**src/rtl/ctcgd_pkg.sv**
```systemverilog
package ctcgd_pkg;

  localparam int unsigned IdxW       = 13;
  localparam int unsigned ProbW      = 16;
  localparam int unsigned SumW       = 24;
  localparam int unsigned CountW     = 8;
  localparam int unsigned NumClasses = 8192;
  localparam int unsigned QueueDepth = 2;

  // dividend is sum plus half the count, one bit wider than the sum
  localparam int unsigned DivW      = SumW + 1;
  localparam int unsigned DivCntW   = $clog2(DivW + 1);

  localparam logic [IdxW-1:0]   ClassLast = IdxW'(NumClasses - 1);
  localparam logic [IdxW-1:0]   BlankIdx  = '0;
  localparam logic [CountW-1:0] CountMax  = '1;

  localparam logic KindChar  = 1'b0;
  localparam logic KindFinal = 1'b1;

  // one queue entry: what a closed timestep and/or sequence leaves to do
  typedef struct packed {
    logic              has_char;
    logic [IdxW-1:0]   char_index;
    logic              has_final;
    logic [SumW-1:0]   score_sum;
    logic [CountW-1:0] kept_count;
  } cmd_t;

  typedef enum logic [3:0] {
    BackIdle  = 4'b0001,
    BackChar  = 4'b0010,
    BackDiv   = 4'b0100,
    BackFinal = 4'b1000
  } back_state_e;

endpackage

```
**src/rtl/ctcgd_front.sv**
```systemverilog
module ctcgd_front (
  input  logic                                 clk_i,
  input  logic                                 rst_ni,
  input  logic                                 accept_i,
  input  logic [ctcgd_pkg::ProbW-1:0]          prob_i,
  input  logic                                 end_of_step_i,
  input  logic                                 end_of_sequence_i,
  output logic                                 push_o,
  output ctcgd_pkg::cmd_t                      cmd_o
);

  logic [ctcgd_pkg::IdxW-1:0]   class_cnt_q, class_cnt_d;
  logic [ctcgd_pkg::ProbW-1:0]  best_val_q, best_val_d;
  logic [ctcgd_pkg::IdxW-1:0]   best_idx_q, best_idx_d;
  logic [ctcgd_pkg::IdxW-1:0]   prev_idx_q, prev_idx_d;
  logic [ctcgd_pkg::SumW-1:0]   sum_q, sum_d;
  logic [ctcgd_pkg::CountW-1:0] kept_q, kept_d;

  logic                         step_end;
  logic                         take;
  logic                         keep;
  logic [ctcgd_pkg::ProbW-1:0]  cur_val;
  logic [ctcgd_pkg::IdxW-1:0]   cur_idx;
  logic [ctcgd_pkg::SumW-1:0]   new_sum;
  logic [ctcgd_pkg::CountW-1:0] new_kept;

  assign step_end = end_of_step_i | end_of_sequence_i;
  // first maximum wins: only a strictly larger value replaces it
  assign take     = (class_cnt_q == '0) || (prob_i > best_val_q);
  assign cur_val  = take ? prob_i : best_val_q;
  assign cur_idx  = take ? class_cnt_q : best_idx_q;
  assign keep     = step_end && (cur_idx != ctcgd_pkg::BlankIdx) &&
                    (cur_idx != prev_idx_q) && (kept_q != ctcgd_pkg::CountMax);
  assign new_sum  = keep ? sum_q + ctcgd_pkg::SumW'(cur_val) : sum_q;
  assign new_kept = keep ? kept_q + 1'b1 : kept_q;

  assign push_o           = accept_i && (keep || end_of_sequence_i);
  assign cmd_o.has_char   = keep;
  assign cmd_o.char_index = cur_idx;
  assign cmd_o.has_final  = end_of_sequence_i;
  assign cmd_o.score_sum  = new_sum;
  assign cmd_o.kept_count = new_kept;

  always_comb begin
    class_cnt_d = class_cnt_q;
    best_val_d  = best_val_q;
    best_idx_d  = best_idx_q;
    prev_idx_d  = prev_idx_q;
    sum_d       = sum_q;
    kept_d      = kept_q;
    if (accept_i) begin
      priority if (end_of_sequence_i) begin
        class_cnt_d = '0;
        best_val_d  = '0;
        best_idx_d  = '0;
        prev_idx_d  = '0;
        sum_d       = '0;
        kept_d      = '0;
      end else if (step_end) begin
        class_cnt_d = '0;
        best_val_d  = '0;
        best_idx_d  = '0;
        prev_idx_d  = cur_idx;
        sum_d       = new_sum;
        kept_d      = new_kept;
      end else begin
        best_val_d  = cur_val;
        best_idx_d  = cur_idx;
        // surplus classes all count as the last class
        if (class_cnt_q != ctcgd_pkg::ClassLast) begin
          class_cnt_d = class_cnt_q + 1'b1;
        end
      end
    end
  end

  always_ff @(posedge clk_i or negedge rst_ni) begin
    if (!rst_ni) begin
      class_cnt_q <= '0;
      best_val_q  <= '0;
      best_idx_q  <= '0;
      prev_idx_q  <= '0;
      sum_q       <= '0;
      kept_q      <= '0;
    end else begin
      class_cnt_q <= class_cnt_d;
      best_val_q  <= best_val_d;
      best_idx_q  <= best_idx_d;
      prev_idx_q  <= prev_idx_d;
      sum_q       <= sum_d;
      kept_q      <= kept_d;
    end
  end

endmodule

```
**src/rtl/ctcgd_queue.sv**
```systemverilog
module ctcgd_queue #(
  parameter int unsigned Depth = ctcgd_pkg::QueueDepth
) (
  input  logic            clk_i,
  input  logic            rst_ni,
  input  logic            push_i,
  input  ctcgd_pkg::cmd_t push_cmd_i,
  input  logic            pop_i,
  output ctcgd_pkg::cmd_t head_o,
  output logic            empty_o,
  output logic            full_o
);

  localparam int unsigned PtrW = (Depth > 1) ? $clog2(Depth) : 1;
  localparam int unsigned CntW = $clog2(Depth + 1);
  localparam logic [PtrW-1:0] PtrLast = PtrW'(Depth - 1);
  localparam logic [CntW-1:0] CntFull = CntW'(Depth);

  ctcgd_pkg::cmd_t entries_q [Depth];
  logic [PtrW-1:0] wr_ptr_q, rd_ptr_q;
  logic [CntW-1:0] cnt_q;

  assign empty_o = (cnt_q == '0);
  assign full_o  = (cnt_q == CntFull);
  assign head_o  = entries_q[rd_ptr_q];

  always_ff @(posedge clk_i) begin
    if (push_i) begin
      entries_q[wr_ptr_q] <= push_cmd_i;
    end
  end

  always_ff @(posedge clk_i or negedge rst_ni) begin
    if (!rst_ni) begin
      wr_ptr_q <= '0;
      rd_ptr_q <= '0;
      cnt_q    <= '0;
    end else begin
      if (push_i) begin
        wr_ptr_q <= (wr_ptr_q == PtrLast) ? '0 : wr_ptr_q + 1'b1;
      end
      if (pop_i) begin
        rd_ptr_q <= (rd_ptr_q == PtrLast) ? '0 : rd_ptr_q + 1'b1;
      end
      unique case ({push_i, pop_i})
        2'b10:   cnt_q <= cnt_q + 1'b1;
        2'b01:   cnt_q <= cnt_q - 1'b1;
        default: cnt_q <= cnt_q;
      endcase
    end
  end

endmodule

```
**src/rtl/ctcgd_back.sv**
```systemverilog
module ctcgd_back (
  input  logic                                clk_i,
  input  logic                                rst_ni,
  input  ctcgd_pkg::cmd_t                     head_i,
  input  logic                                empty_i,
  output logic                                pop_o,
  output logic                                out_valid_o,
  input  logic                                out_stall_i,
  output logic                                kind_o,
  output logic [ctcgd_pkg::IdxW-1:0]          char_index_o,
  output logic [ctcgd_pkg::ProbW-1:0]         mean_score_o,
  output logic [ctcgd_pkg::CountW-1:0]        char_count_o,
  output logic                                empty_res_o,
  output logic                                last_o
);

  localparam int unsigned DivW    = ctcgd_pkg::DivW;
  localparam int unsigned RemW    = ctcgd_pkg::CountW + 1;
  localparam int unsigned ProbW   = ctcgd_pkg::ProbW;
  localparam int unsigned DivCntW = ctcgd_pkg::DivCntW;
  localparam logic [DivCntW-1:0] DivLast = DivCntW'(DivW - 1);

  ctcgd_pkg::back_state_e state_q, state_d;

  logic                           has_final_q;
  logic [ctcgd_pkg::IdxW-1:0]     char_q;
  logic [ctcgd_pkg::CountW-1:0]   count_q;
  logic [DivW-1:0]                num_q;
  logic [DivW-1:0]                quo_q;
  logic [RemW-1:0]                rem_q;
  logic [DivCntW-1:0]             step_q;

  logic                           out_free;
  logic                           load_char;
  logic                           load_final;
  logic [RemW-1:0]                rem_sh;
  logic                           fits;
  logic [ProbW-1:0]               mean;
  logic                           after_pop_div;

  assign out_free   = !out_valid_o || !out_stall_i;
  assign pop_o      = (state_q == ctcgd_pkg::BackIdle) && !empty_i;
  assign load_char  = (state_q == ctcgd_pkg::BackChar) && out_free;
  assign load_final = (state_q == ctcgd_pkg::BackFinal) && out_free;

  // restoring division, one quotient bit per cycle
  assign rem_sh = {rem_q[RemW-2:0], num_q[DivW-1]};
  assign fits   = rem_sh >= {1'b0, count_q};
  assign mean   = (quo_q[DivW-1:ProbW] != '0) ? '1 : quo_q[ProbW-1:0];
  assign after_pop_div = head_i.kept_count != '0;

  always_comb begin
    state_d = state_q;
    unique case (state_q)
      ctcgd_pkg::BackIdle: begin
        if (!empty_i) begin
          priority if (head_i.has_char) state_d = ctcgd_pkg::BackChar;
          else if (after_pop_div)       state_d = ctcgd_pkg::BackDiv;
          else                          state_d = ctcgd_pkg::BackFinal;
        end
      end
      ctcgd_pkg::BackChar: begin
        if (out_free) begin
          priority if (!has_final_q)  state_d = ctcgd_pkg::BackIdle;
          else if (count_q != '0)     state_d = ctcgd_pkg::BackDiv;
          else                        state_d = ctcgd_pkg::BackFinal;
        end
      end
      ctcgd_pkg::BackDiv: begin
        if (step_q == DivLast) state_d = ctcgd_pkg::BackFinal;
      end
      ctcgd_pkg::BackFinal: begin
        if (out_free) state_d = ctcgd_pkg::BackIdle;
      end
      default: state_d = ctcgd_pkg::BackIdle;
    endcase
  end

  always_ff @(posedge clk_i or negedge rst_ni) begin
    if (!rst_ni) begin
      state_q     <= ctcgd_pkg::BackIdle;
      out_valid_o <= 1'b0;
      step_q      <= '0;
    end else begin
      state_q <= state_d;
      if (load_char || load_final) begin
        out_valid_o <= 1'b1;
      end else if (!out_stall_i) begin
        out_valid_o <= 1'b0;
      end
      if (state_q == ctcgd_pkg::BackDiv) begin
        step_q <= step_q + 1'b1;
      end else begin
        step_q <= '0;
      end
    end
  end

  always_ff @(posedge clk_i) begin
    if (pop_o) begin
      has_final_q <= head_i.has_final;
      char_q      <= head_i.char_index;
      count_q     <= head_i.kept_count;
      num_q       <= DivW'(head_i.score_sum) + DivW'(head_i.kept_count >> 1);
      quo_q       <= '0;
      rem_q       <= '0;
    end else if (state_q == ctcgd_pkg::BackDiv) begin
      num_q <= {num_q[DivW-2:0], 1'b0};
      quo_q <= {quo_q[DivW-2:0], fits};
      rem_q <= fits ? rem_sh - {1'b0, count_q} : rem_sh;
    end
    if (load_char) begin
      kind_o       <= ctcgd_pkg::KindChar;
      char_index_o <= char_q;
      mean_score_o <= '0;
      char_count_o <= '0;
      empty_res_o  <= 1'b0;
      last_o       <= 1'b0;
    end else if (load_final) begin
      kind_o       <= ctcgd_pkg::KindFinal;
      char_index_o <= '0;
      mean_score_o <= (count_q == '0) ? '0 : mean;
      char_count_o <= count_q;
      empty_res_o  <= (count_q == '0);
      last_o       <= 1'b1;
    end
  end

endmodule

```
**src/rtl/ctc_greedy_decoder_top.sv**
```systemverilog
// channel | direction | handshake                  | payload
// in      | input     | in_valid_i / in_stall_o    | prob_i, end_of_step_i, end_of_sequence_i
// out     | output    | out_valid_o / out_stall_i  | kind_o, char_index_o, mean_score_o,
//         |           |                            | char_count_o, empty_res_o, last_o
//
// One probability per cycle while in_stall_o is low; in_stall_o rises only while the command queue is full.
// In the back end a character result is loaded from the character state; a final result
// is loaded from the final state, after the bit-serial mean divider when characters were kept.
// Reset (rst_ni low, async) clears all step/sequence state and empties the queue.
// Output is registered; out_stall_i holds it and backs up into the queue.
module ctc_greedy_decoder_top #(
  parameter int unsigned QueueDepth = ctcgd_pkg::QueueDepth
) (
  input  logic                                clk_i,
  input  logic                                rst_ni,
  input  logic                                in_valid_i,
  output logic                                in_stall_o,
  input  logic [ctcgd_pkg::ProbW-1:0]         prob_i,
  input  logic                                end_of_step_i,
  input  logic                                end_of_sequence_i,
  output logic                                out_valid_o,
  input  logic                                out_stall_i,
  output logic                                kind_o,
  output logic [ctcgd_pkg::IdxW-1:0]          char_index_o,
  output logic [ctcgd_pkg::ProbW-1:0]         mean_score_o,
  output logic [ctcgd_pkg::CountW-1:0]        char_count_o,
  output logic                                empty_res_o,
  output logic                                last_o
);

  logic            in_accept;
  logic            q_push, q_pop, q_empty, q_full;
  ctcgd_pkg::cmd_t push_cmd, head_cmd;

  assign in_stall_o = q_full;
  assign in_accept  = in_valid_i && !q_full;

  ctcgd_front u_front (
    .clk_i,
    .rst_ni,
    .accept_i          (in_accept),
    .prob_i,
    .end_of_step_i,
    .end_of_sequence_i,
    .push_o            (q_push),
    .cmd_o             (push_cmd)
  );

  ctcgd_queue #(
    .Depth (QueueDepth)
  ) u_queue (
    .clk_i,
    .rst_ni,
    .push_i     (q_push),
    .push_cmd_i (push_cmd),
    .pop_i      (q_pop),
    .head_o     (head_cmd),
    .empty_o    (q_empty),
    .full_o     (q_full)
  );

  ctcgd_back u_back (
    .clk_i,
    .rst_ni,
    .head_i       (head_cmd),
    .empty_i      (q_empty),
    .pop_o        (q_pop),
    .out_valid_o,
    .out_stall_i,
    .kind_o,
    .char_index_o,
    .mean_score_o,
    .char_count_o,
    .empty_res_o,
    .last_o
  );

  a_no_push_full: assert property (@(posedge clk_i) disable iff (!rst_ni)
    q_push |-> !q_full)
    else $error("queue written while full");

  a_no_pop_empty: assert property (@(posedge clk_i) disable iff (!rst_ni)
    q_pop |-> !q_empty)
    else $error("queue read while empty");

  a_char_not_blank: assert property (@(posedge clk_i) disable iff (!rst_ni)
    (out_valid_o && (kind_o == ctcgd_pkg::KindChar)) |-> (char_index_o != '0))
    else $error("blank class emitted as character");

  a_empty_score: assert property (@(posedge clk_i) disable iff (!rst_ni)
    (out_valid_o && empty_res_o) |-> (mean_score_o == '0 && char_count_o == '0 && last_o))
    else $error("empty final result carries a score");

endmodule
```
**config.mk**
```make
export PLATFORM = sky130hd
export DESIGN_NAME = ctc_greedy_decoder_top
export DESIGN_NICKNAME = d
export VERILOG_FILES = /design/src/rtl/ctcgd_pkg.sv /design/src/rtl/ctcgd_front.sv /design/src/rtl/ctcgd_queue.sv /design/src/rtl/ctcgd_back.sv /design/src/rtl/ctc_greedy_decoder_top.sv
export SDC_FILE = /design/constraint.sdc
export NUM_CORES = 1
export LEC_CHECK = 0
export BUFFER_PORTS_ARGS = -buffer_cell sky130_fd_sc_hd__buf_2
export CORE_UTILIZATION = 36
export CTS_BUF_LIST = sky130_fd_sc_hd__clkbuf_2 sky130_fd_sc_hd__clkbuf_4 sky130_fd_sc_hd__clkbuf_8
export CTS_CLUSTER_DIAMETER = 80
export DETAILED_ROUTE_END_ITERATION = 16
export GPL_ROUTABILITY_DRIVEN = 0
export HOLD_SLACK_MARGIN = 0.08
export SLEW_MARGIN = 20
export SYNTH_ARGS = -nofsm -noshare
export SYNTH_HDL_FRONTEND = slang
export SYNTH_SLANG_ARGS = --single-unit
```
**constraint.sdc**
```tcl
create_clock -name clk_i -period 11.28 [get_ports clk_i]
set_clock_uncertainty 0.2 [all_clocks]
set_input_delay 1.128 -clock clk_i [delete_from_list [all_inputs] [get_ports clk_i]]
set_output_delay 1.128 -clock clk_i [all_outputs]
set_load 0.02 [all_outputs]
```
==> results.txt, run 1 <==
Hold repair after CTS inserted 0 buffers. After layout, the design draws a total of 5075 uW. The floorplan step set the die height to 213.2 um. The wire-length estimate of the detail-placed layout is 24620 um. The critical path required time was 11.44 ns. The via count of the first global-routing pass is 11430, and the vias per cell is 5.200. The total power density per cell area was 281.1 mW/mm^2. Data arrives at the worst endpoint at 6.86 ns.

By count the netlist is led by nand2_1, edfxtp_1, o21ai_0, dfrtp_1, inv_1. The tools report the total track usage as 0.1649. VDD sags by at most 0.1067 mV.

The number of synthesized flops with an enable pin was 154. The tools report the count of nets after finishing as 1696. Number of flip-flops and latches in the synthesized netlist: 314. The first routing iteration left 801 violations. The maximum number of pins on one net before global-route repair was 69; the wire length per cell was 16.28 um. The fraction of synthesized cell area taken by the top area cell type was 0.2881; the DRC violations left was 0.

The run gives 0.3083 as the relative slew slack. The worst path in the final design needs a cycle of 6.700 ns, including I/O delays and setup. The tools report the synthesized net count as 1636. By instance count, the leading cell after synthesis is nand2_1. 64 I/O pins were placed. The fraction of final layout cells sized beyond drive strength 1 is 0.1550, and the sequential cell area fraction in the yosys report is 0.5193. Buffers placed on the I/O ports in this run total 63. The run gives 2250 as the number of cells in the finished layout apart from fillers. For the global routing met3 resource utilization, the log shows 0.03530. The tree built by TritonCTS fans out to 314 sinks. The run gives 4272 as the final-layout fill cell count. Number of warnings printed during yosys synthesis: 0. STA classifies the critical path endpoint as a flop.

The upper clock frequency limit is 149.3 MHz. The logs give 36640 um for the overall routed net length and 5 for the detailed-router iteration count before antenna repair. The multiplexer fraction of the synthesized cell area is 0.06065, and the standard cell area after detailed placement is 0.01692 mm^2.

The count of buffers added by post-CTS timing repair for setup was 0; the global routing usage on met2 was 0.2613. Setup violations remaining at the end of the flow were counted as 0. The tools report the footprint of the flip-flops and latches as 0.008335 mm^2. Share of synthesized flip-flops with an asynchronous set or reset: 0.3217. TritonCTS built the clock tree. For this run the aggregate overflow at the end of global routing stands at 0.

The area growth from synthesis to layout is 12.48%. 0 antenna diodes ended up in the layout. The min-delay analysis places its worst path in the category reg -> reg. The run gives 0.04355 mm^2 as the area of the core region.

The post-synthesis share of cell area spent on full adders, half adders and majority gates came out at 0.04506. For the via total after detailed routing, the log shows 11700. The synthesized-area fraction occupied by and/or/nand/nor cells came out at 0.1572. The multi-input logic area was 0.007117 mm^2. The number of antenna-violating nets in the routed design is 0, and the transition time of the tightest slew-check pin is 1.034 ns. The met1 demand-to-capacity share in global routing is 0.2236, and the total instance count after detailed placement is 2145. For the count of instances resized after the clock tree is built, the log shows 0. The logs give 0.007257 uW for the total leakage power and 59710 um for the global-route wire length before repair.

For the number of hold violations in the final report, the log shows 0. The area enclosed by the die boundary is 0.04543 mm^2. The chip width is 213.2 um. For the initial antenna violation count, the log shows 0.

The tools report the count of final max-slew check failures as 0. Sorting the synthesized cells by area gives the leading types as edfxtp_1, dfrtp_1, dfxtp_1, nand2_1, o21ai_0. The synthesized area per cell came out at 10.30 um^2.

Counting distinct cell types in the post-synthesis netlist gives 86. After clock tree synthesis, the clock-pin slew on the worst setup and hold paths is 0.06 ns. The cell row count came out at 76. Setup repair after global routing left no endpoint under its margin. STA classifies the critical path startpoint as a primary input. The tools report the number of buffers created by CTS as 56.

The final standard cell area without fillers is 0.01805 mm^2, and the number of maximum-capacitance violations is 0. The maximum root-to-sink buffer count is 3. The number of levels the H-tree was split into was 2; the final setup TNS was 0 ns. Clock tree synthesis selected as its root buffer the cell clkbuf_8. The worst setup path is of the in -> reg kind. The instance count of the mapped netlist was 1558. The initial standard-cell utilization of the core is 0.3685, and the peak fanout along the critical path is 17. The synthesized netlist occupies a cell area of 0.01605 mm^2. The flow ran to the end, and the final reports show no timing, DRC or antenna violations.

The clock reaches the later pin of the worst-skew pair after 0.64 ns. Dominant register cell in the synthesized netlist: edfxtp_1. The XOR/XNOR share of the synthesized area works out to 0.03983.

The cell taking the most area after synthesis is edfxtp_1. The final worst-path cycle share works out to 0.5940. The main combinational cell family by area after synthesis was simple AND/OR/NAND/NOR gates. The compound-gate portion of the synthesized area came out at 0.1386. The global routing stage identified its most utilized layer as met2.
## path summary, 6_finish.rpt
| path | from | to | slack, ns | depth (start not counted) |
|---|---|---|---|---|
| worst max-delay path | prob_i[14] | u_queue.entries_q[0][24]$_DFFE_PP_ | 4.58 | 20 |
| worst min-delay path | u_back.mean_score_o[1]$_SDFFE_PP0P_ | u_back.mean_score_o[1]$_SDFFE_PP0P_ | 0.23 | 2 |
| worst max register to register | u_front.best_val_q[14]$_DFFE_PN0P_ | u_queue.entries_q[0][24]$_DFFE_PP_ | 4.79 | 20 |
| worst min register to register | u_back.mean_score_o[1]$_SDFFE_PP0P_ | u_back.mean_score_o[1]$_SDFFE_PP0P_ | 0.23 | 2 |
| max in group asynchronous | rst_ni | u_queue.rd_ptr_q$_DFFE_PN0P_ | 9.26 | 2 |
| min in group asynchronous | rst_ni | u_front.class_cnt_q[7]$_DFFE_PN0P_ | 0.24 | 1 |
## critical path, cell delays in order
cell       delay [ns]
buf_2            0.11
ha_1             0.32
nand4_1          0.21
inv_1            0.08
a221oi_1         0.77
a21oi_2          0.39
nor2_2           0.48
buf_4            0.35
mux2_2           0.38
ha_1             0.32
nor2b_1          0.16
o31a_1           0.27
o211a_1          0.24
o2111ai_1        0.26
a31oi_1          0.17
a311oi_1         0.46
o21a_1           0.40
nor3_1           0.11
nand2_1          0.14
xnor2_1          0.09
## sequential cells by signal, indices dropped and copies added (netlist names), 2 cells and up
signal,count
u_back.state_q,4
u_queue.entries_q,94
u_back.count_q,8
u_front.class_cnt_q,13
u_back.step_q,5
u_back.mean_score_o,16
u_front.kept_q,8
u_front.best_val_q,16
u_back.char_index_o,13
u_back.num_q,25
u_back.quo_q,25
u_back.char_q,13
u_back.rem_q,8
u_front.prev_idx_q,13
u_back.char_count_o,8
u_queue.cnt_q,2
u_front.best_idx_q,13
u_front.sum_q,24
## area by class of cell
| class | count | area share |
|---|---|---|
| clock buffers | 83 | 0.05565 |
| clock inverters | 22 | 0.007416 |
| well taps | 585 | 0.04054 |
| flip-flops and latches | 314 | 0.4617 |
| repair buffers | 75 | 0.02259 |
| multi-input cells | 1085 | 0.3942 |
| inverters | 86 | 0.01788 |
## power breakdown
group	switching, uW	total (uW)	leakage, uW	internal [uW]
logic	1310	2120	0.00343	809
clock network	475	1070	0.000610	594
registers	189	1880	0.00322	1700
total	1980	5070	0.00726	3100
## routing by layer
metal	vias up	wire [um]
met5	-	0
met4	0	833
met3	64	1764
met2	249	16750
met1	5642	17290
li1	5745	-
## cell families (layout without fill, tap and decap cells)
group                    after synthesis  in the layout
AO/OA/AOI/OAI                        346            346
buffers and inverters                159            266
flip-flops                           314            314
XOR/XNOR                              73             73
adder cells (fa/ha/maj)               56             56
AND/OR/NAND/NOR                      524            524
multiplexers                          86             86
## per-stage QoR
step             util  hold WS [ns]  worst slack [ns]
3_3_place_gp   0.3884        0.2235             4.019
4_1_cts        0.4145        0.2081             4.621
5_1_grt        0.4145        0.2427             4.207
6_report       0.4145        0.2326             4.580
3_5_place_dp   0.3884        0.2283             3.996
2_1_floorplan       -        0.2359             3.556
## placed cells by master (no fill, tap or decap), drive strengths merged, types with 60 or more instances in the layout
| master | netlist | final |
|---|---|---|
| nand2 | 218 | 218 |
| a21oi | 60 | 60 |
| inv | 85 | 85 |
| clkbuf | 53 | 83 |
| edfxtp | 154 | 154 |
| nor2 | 79 | 79 |
| mux2 | 60 | 60 |
| o21ai | 143 | 143 |
| buf | 20 | 75 |
| dfrtp | 100 | 100 |
(Power assumes the default switching activity.)
==> inputs of run 2 (changes only) <==
clock period = 6.5 ns   (was 11.28 ns; I/O delays follow)
==> results.txt, run 2 (synthesis results as in run 1) <==
Once layout is done, the placed cells without fillers occupy 0.01821 mm^2. After routing, the total negative slack on setup checks comes to 0 ns. The aggregate global routing overflow was 0.

For the overall routed net length, the log shows 37180 um. The net count of the finished layout is 1704. At the pin with the least slew margin, the transition time is 1.065 ns. For this run, design rule violations remaining after detail routing come to 0. In this run the horizontal extent of the chip is 213.2 um. The category of the most critical setup path is reg -> reg.

For this design the top-level I/O count stands at 64. The library cell used most frequently in the layout, excluding fill and tap cells, is nand2_1. The count of buffers added by post-CTS timing repair for setup is 0.

The fraction of final layout cells sized beyond drive strength 1 came out at 0.1572. Once detail routing completed, the nets flagged for antenna violations numbered 0. Entering global routing, the biggest net connects 57 pins.

The run finished with clean final reports. For this run, the slowest stage of the critical path takes 0.49 ns. The run gives 765 as the number of DRC violations after detailed-routing iteration 0. The floorplan has 76 rows.

The run gives 0.7530 ns as the setup slack after placement. The met1 demand-to-capacity share in global routing is 0.2251. Hold is met by 0.1993 ns. The run gives 0.007117 mm^2 as the multi-input logic area. Counting flops per register, the top entry is u_queue.entries_q. The run gives 0.2722 as the global routing usage on met2. The register with the most flip-flops in the layout has 94 of them. The tree is rooted in a clkbuf_8. The die covers 0.04543 mm^2. Measured along the y axis, the die boundary spans 213.2 um. Setup violations remaining at the end of the flow were counted as 0.

The number of hold violations in the final report is 0. The total track usage came out at 0.1665. The total power density per cell area was 493.4 mW/mm^2. In the final layout, the registers with the most flip-flops are u_queue.entries_q (94), u_back.num_q (25), u_back.quo_q (25). The signal on the critical path passes through inv_1, ha_1, a211oi_1, a41o_1, a21oi_2, nor2_2, buf_4, mux2_2, ha_1, o21a_1, o31a_1, o211a_1, o2111ai_1, a31oi_1, a311oi_1, o21a_1, nor3_1, nand2_1, xnor2_1. The first global-routing pass estimated 60460 um of wire. The vias per cell was 5.189; the initial antenna violation count was 0. Slowest cell on the critical path: a311oi_1.

Counting the buffers created by CTS gives 56. After detailed routing, the average wire length per cell comes to 16.47 um. The routed layout has 11720 vias. Across the VDD grid, the largest voltage drop is 0.2975 mV. The number of maximum-capacitance violations is 0, and the upper clock frequency limit is 185.9 MHz. Final-layout fill cell count: 4274. After detailed placement, the total cell area comes to 0.01698 mm^2.

Number of port buffers: 63. The kind of launch point of the worst setup path is a flop. The clock passes through at most 3 buffers. Final worst-path cycle share: 0.8275.

The critical path required time is 6.67 ns, and the half-perimeter wire length after placement is 25360 um. The minimum clock period was 5.379 ns; the initial standard-cell utilization of the core was 0.3685. The library cells used most frequently in the layout, excluding fill and tap cells, are nand2_1, edfxtp_1, o21ai_0. The logs give 0 for the count of final max-slew check failures and 8987 uW for the total power after layout.

Summed over all cells, the static leakage comes to 0.007340 uW. The worst path meets setup with 1.121 ns of slack. Class of the worst hold path: in -> reg. Setup repair after global routing left no endpoint under its margin.

For this run, the detailed router's first-pass iteration total came to 5. For the global routing met3 resource utilization, the log shows 0.02500. TritonCTS built the clock tree. Summing all flip-flop and latch instances after layout gives 0.008335 mm^2. Relative to the synthesized area, the layout overhead comes to 13.47%. The via count of the first global-routing pass came out at 11650.

The peak-usage layer in the global routing report was met2. In this run the worst path has a maximum fanout of 12. Clock-pin slew was measured on the worst setup and hold paths at 0.06 ns.

0 antenna diodes ended up in the layout. The run gives 5.55 ns as the data arrival time at the worst-slack endpoint. STA classifies the critical path endpoint as a flop. After floorplanning, the core was sized to cover 0.04355 mm^2. The number of levels the H-tree was split into came out at 2. The tools report the relative slew slack as 0.2901. The logs give 314 for the clock sink count and 0.64 ns for the clock latency reported for the late side of the worst-skew pair.
[run 2: cell count changes in the layout (fill, tap and decap cells not counted), moves of 2 or more]
cell        before  now
clkbuf_8        61   66
inv_8            0    2
buf_4           13   19
bufinv_16        1    3
clkbuf_4        22   13
clkinv_1        10   12
clkinvlp_4       2    0
[run 2: timing repair]
item / 4_1_cts / 5_1_grt
hold buffers: 1 / 0
endpoints found under the setup margin: 0 / 0
endpoints found under the hold margin: 55 / 0
resized for setup: 0 / 0
[run 2: metal layers]
metal / up-vias / share of wire
met1: 5657 / 0.47
li1: 5756 / -
met4: 0 / 0.023
met3: 61 / 0.043
met5: - / 0
met2: 242 / 0.47
[run 2: area by class of cell]
class,count,share of cell area
Sequential cell,314,0.4577
Multi-Input combinational cell,1085,0.3908
Clock buffer,79,0.05523
Tap cell,585,0.04019
Timing Repair Buffer,83,0.02652
Inverter,86,0.01772
Clock inverter,26,0.01189
[run 2: power by group]
part / total, uW / switching [uW] / leakage, uW / internal [uW]
registers: 3310 / 366 / 0.00322 / 2940
logic: 3700 / 2260 / 0.00347 / 1440
clock network: 1980 / 854 / 0.000651 / 1130
total: 8990 / 3480 / 0.00734 / 5500
[run 2: final timing paths]
kind	start	end	slack [ns]	cells past startpoint
hold reg to reg	u_back.mean_score_o[14]$_SDFFE_PP0P_	u_back.mean_score_o[14]$_SDFFE_PP0P_	0.23	2
hold / removal	prob_i[9]	u_front.best_val_q[9]$_DFFE_PN0P_	0.20	4
min in group asynchronous	rst_ni	u_front.class_cnt_q[9]$_DFFE_PN0P_	0.46	2
setup reg to reg	u_front.best_val_q[7]$_DFFE_PN0P_	u_queue.entries_q[0][24]$_DFFE_PP_	1.12	19
max in group asynchronous	rst_ni	u_queue.rd_ptr_q$_DFFE_PN0P_	4.44	3
setup / recovery	u_front.best_val_q[7]$_DFFE_PN0P_	u_queue.entries_q[0][24]$_DFFE_PP_	1.12	19
[run 2: per-stage QoR]
stage | cells | utilization
after floorplan | 1558 | -
after global placement | 2152 | 0.3899
after detailed placement | 2152 | 0.3899
after CTS | 2258 | 0.4182
after global routing | 2258 | 0.4182
final | 2258 | 0.4182
[run 2: worst max-delay path, delay by kind of cell (launching register included)]
| family | cells | cell delay [ns] |
|---|---|---|
| AOI/OAI and AO/OA | 10 | 2.59 |
| xor gates and xnor gates | 1 | 0.08 |
| adders and majority gates | 2 | 0.59 |
| buffers and inverters | 2 | 0.36 |
| DFF | 1 | 0.38 |
| muxes | 1 | 0.37 |
| and+or+nand+nor | 3 | 0.53 |
==> inputs of run 3 (changes only) <==
clock period = 4.9 ns   (was 6.5 ns; I/O delays follow)
==> results.txt, run 3 (synthesis results as in run 1) <==
Counting the buffers created by CTS gives 55. The tools report the aggregate global routing overflow as 0. The area enclosed by the die boundary was 0.04543 mm^2; the clock latency reported for the late side of the worst-skew pair was 0.65 ns.

Setup repair after global routing could not meet its margin everywhere. The total track usage was 0.1698; the relative slew slack was 0.3146. TritonCTS built the clock tree. For the upper clock frequency limit, the log shows 205.9 MHz. The initial antenna violation count was 0.

The root buffer cell is clkbuf_8. The count of nets left with antenna violations once routing finished came out at 0. The clock transition time at the flip-flop clock pins of the worst setup and hold paths was 0.06 ns; the count of final max-slew check failures was 0.

The via count of the first global-routing pass is 12120, and the number of maximum-capacitance violations is 0. The logs give 0.4445 for the final standard cell utilization of the core and -0.2368 ns for the setup slack after placement. For this run, design rule violations remaining after detail routing come to 0.

Dividing the detail-routed wire length by the instance count gives 16.03 um. The die is 213.2 um tall. Walking the worst path, the cells encountered are dlygate4sd3_1, buf_2, ha_1, nand4_1, o21bai_1, a41o_1, a21oi_4, nor2_4, mux2i_4, inv_1, ha_1, a21o_1, a21oi_2, o21ai_2, nand4_1, a31o_2, o21a_1, a211o_1, nand2b_4, or3_4, xnor2_1.

The area of the core region was 0.04355 mm^2; the total instance count after detailed placement was 2218. Adding up every negative setup slack in the final design gives 0 ns. The clock drives 314 sinks.

After detailed routing, the number of vias per cell comes to 5.156. The first detailed-routing pass took 5 iterations. The category of the most critical setup path is in -> reg. The endpoint kind of the worst setup timing path was a flop. The number of flip-flops under the largest register name works out to 94.

The run finished with clean final reports. For the cell row count, the log shows 76. Compared with the post-synthesis result, the final layout area differs by 20.60%. The I/O pin total was 64. The net count of the finished layout is 1795.

Data on the critical path arrives at its endpoint at 5.03 ns. Total leakage power: 0.007883 uW. The class of the worst hold path is in -> reg. The setup slack after layout was 0.04271 ns. Among all stages on the critical path, the largest delay is contributed by dlygate4sd3_1.

Setup violations remaining at the end of the flow were counted as 0. The count of buffers added on input and output ports is 63. The logs give 0 for the number of hold violations in the final report and 0 for the number of antenna repair diodes. Peak fanout along the critical path: 7. Fraction of final layout cells sized beyond drive strength 1: 0.2175. The routed layout has 12100 vias. The worst slack on hold paths came out at 0.1389 ns.

The number of cells in the finished layout apart from fillers came out at 2346. The run gives 3 as the maximum root-to-sink buffer count. Dividing total power by cell area gives a power density of 651.2 mW/mm^2.

In this design, the stage delay of the slowest critical-path cell is 0.53 ns. The worst setup path is launched from a primary input. In this run, the number of DRC markers left after iteration 0 of detailed routing was 729.

The final worst-path cycle share was 0.9913; the maximum resistive drop on vdd was 0.2857 mV. Ranked by flip-flop count, first place goes to u_queue.entries_q. The chip width works out to 213.2 um. The number of levels the H-tree was split into is 2, and the initial standard-cell utilization of the core is 0.3685. The overall routed net length is 37620 um, and the minimum clock period is 4.857 ns. Detailed placement finished with a half-perimeter wire length of 25820 um. Across all register-to-register paths, the minimum setup slack is 0.07 ns.

The global-route wire length before repair was 61770 um. The largest registers in the layout are u_queue.entries_q (94), u_back.num_q (25), u_back.quo_q (25). The most common cell after layout, fill and taps aside is nand2_1.

At the pin with the least slew margin, the transition time is 1.026 ns. Maximum number of pins on one net before global-route repair: 69. The critical path required time came out at 5.08 ns. In the layout the commonest cells are nand2_1, edfxtp_1, o21ai_0.
-- run 3: path summary, 6_finish.rpt --
check,startpoint,end,depth (start not counted)
max,prob_i[5],u_queue.entries_q[0][27]$_DFFE_PP_,21
min,in_valid_i,u_front.class_cnt_q[12]$_DFFE_PN0P_,4
max reg2reg,u_front.best_val_q[1]$_DFFE_PN0P_,u_queue.entries_q[0][27]$_DFFE_PP_,20
min reg2reg,u_back.mean_score_o[13]$_SDFFE_PP0P_,u_back.mean_score_o[13]$_SDFFE_PP0P_,2
max in group asynchronous,rst_ni,u_front.prev_idx_q[9]$_DFFE_PN0P_,3
min in group asynchronous,rst_ni,u_front.sum_q[17]$_DFFE_PN0P_,2
-- run 3: area by class of cell --
cell class | instances | area (um^2)
clock buffer | 77 | 997.2
clock inverter | 24 | 264.0
tap | 585 | 732.0
inverter | 86 | 322.8
multi-input combinational | 1085 | 7443
fill | 4177 | 24190
sequential | 314 | 8335
timing repair buffer | 175 | 1262
-- run 3: worst max-delay path: cells and delay by family --
| kind | cells | cell delay (ns) |
|---|---|---|
| AOI/OAI and AO/OA | 9 | 1.76 |
| and+or+nand+nor | 5 | 1.02 |
| buffers and inverters | 3 | 0.72 |
| adders and majority gates | 2 | 0.57 |
| muxes | 1 | 0.31 |
| xor gates and xnor gates | 1 | 0.15 |
-- run 3: per-stage QoR --
| stage | total power [uW] | instance area [um^2] |
|---|---|---|
| after CTS | 12560 | 19070 |
| after detailed placement | 9756 | 17660 |
| final | 12610 | 19360 |
| after floorplan | 8096 | 16250 |
| after global placement | 9626 | 17660 |
| after global routing | 13480 | 19360 |
-- run 3: metal layers --
layer	vias to the layer above	GRT usage	part of all wire
li1	5933	-	-
met4	0	0.05862	0.021
met1	5854	0.2230	0.45
met3	54	0.03633	0.049
met5	-	0	0
met2	254	0.2765	0.48
-- run 3: report_power, final --
group | switching [uW] | total [uW] | internal [uW]
Combinational | 3180 | 5520 | 2340
Clock | 1140 | 2730 | 1590
Sequential | 458 | 4360 | 3900
-- run 3: timing repair --
item,CTS,global route
gates cloned,0,0
gates resized for setup,0,33
hold endpoints to repair,80,0
hold buffers,15,0
buffers inserted,0,15
endpoints found under the setup margin,4,46
pin swaps,2,21
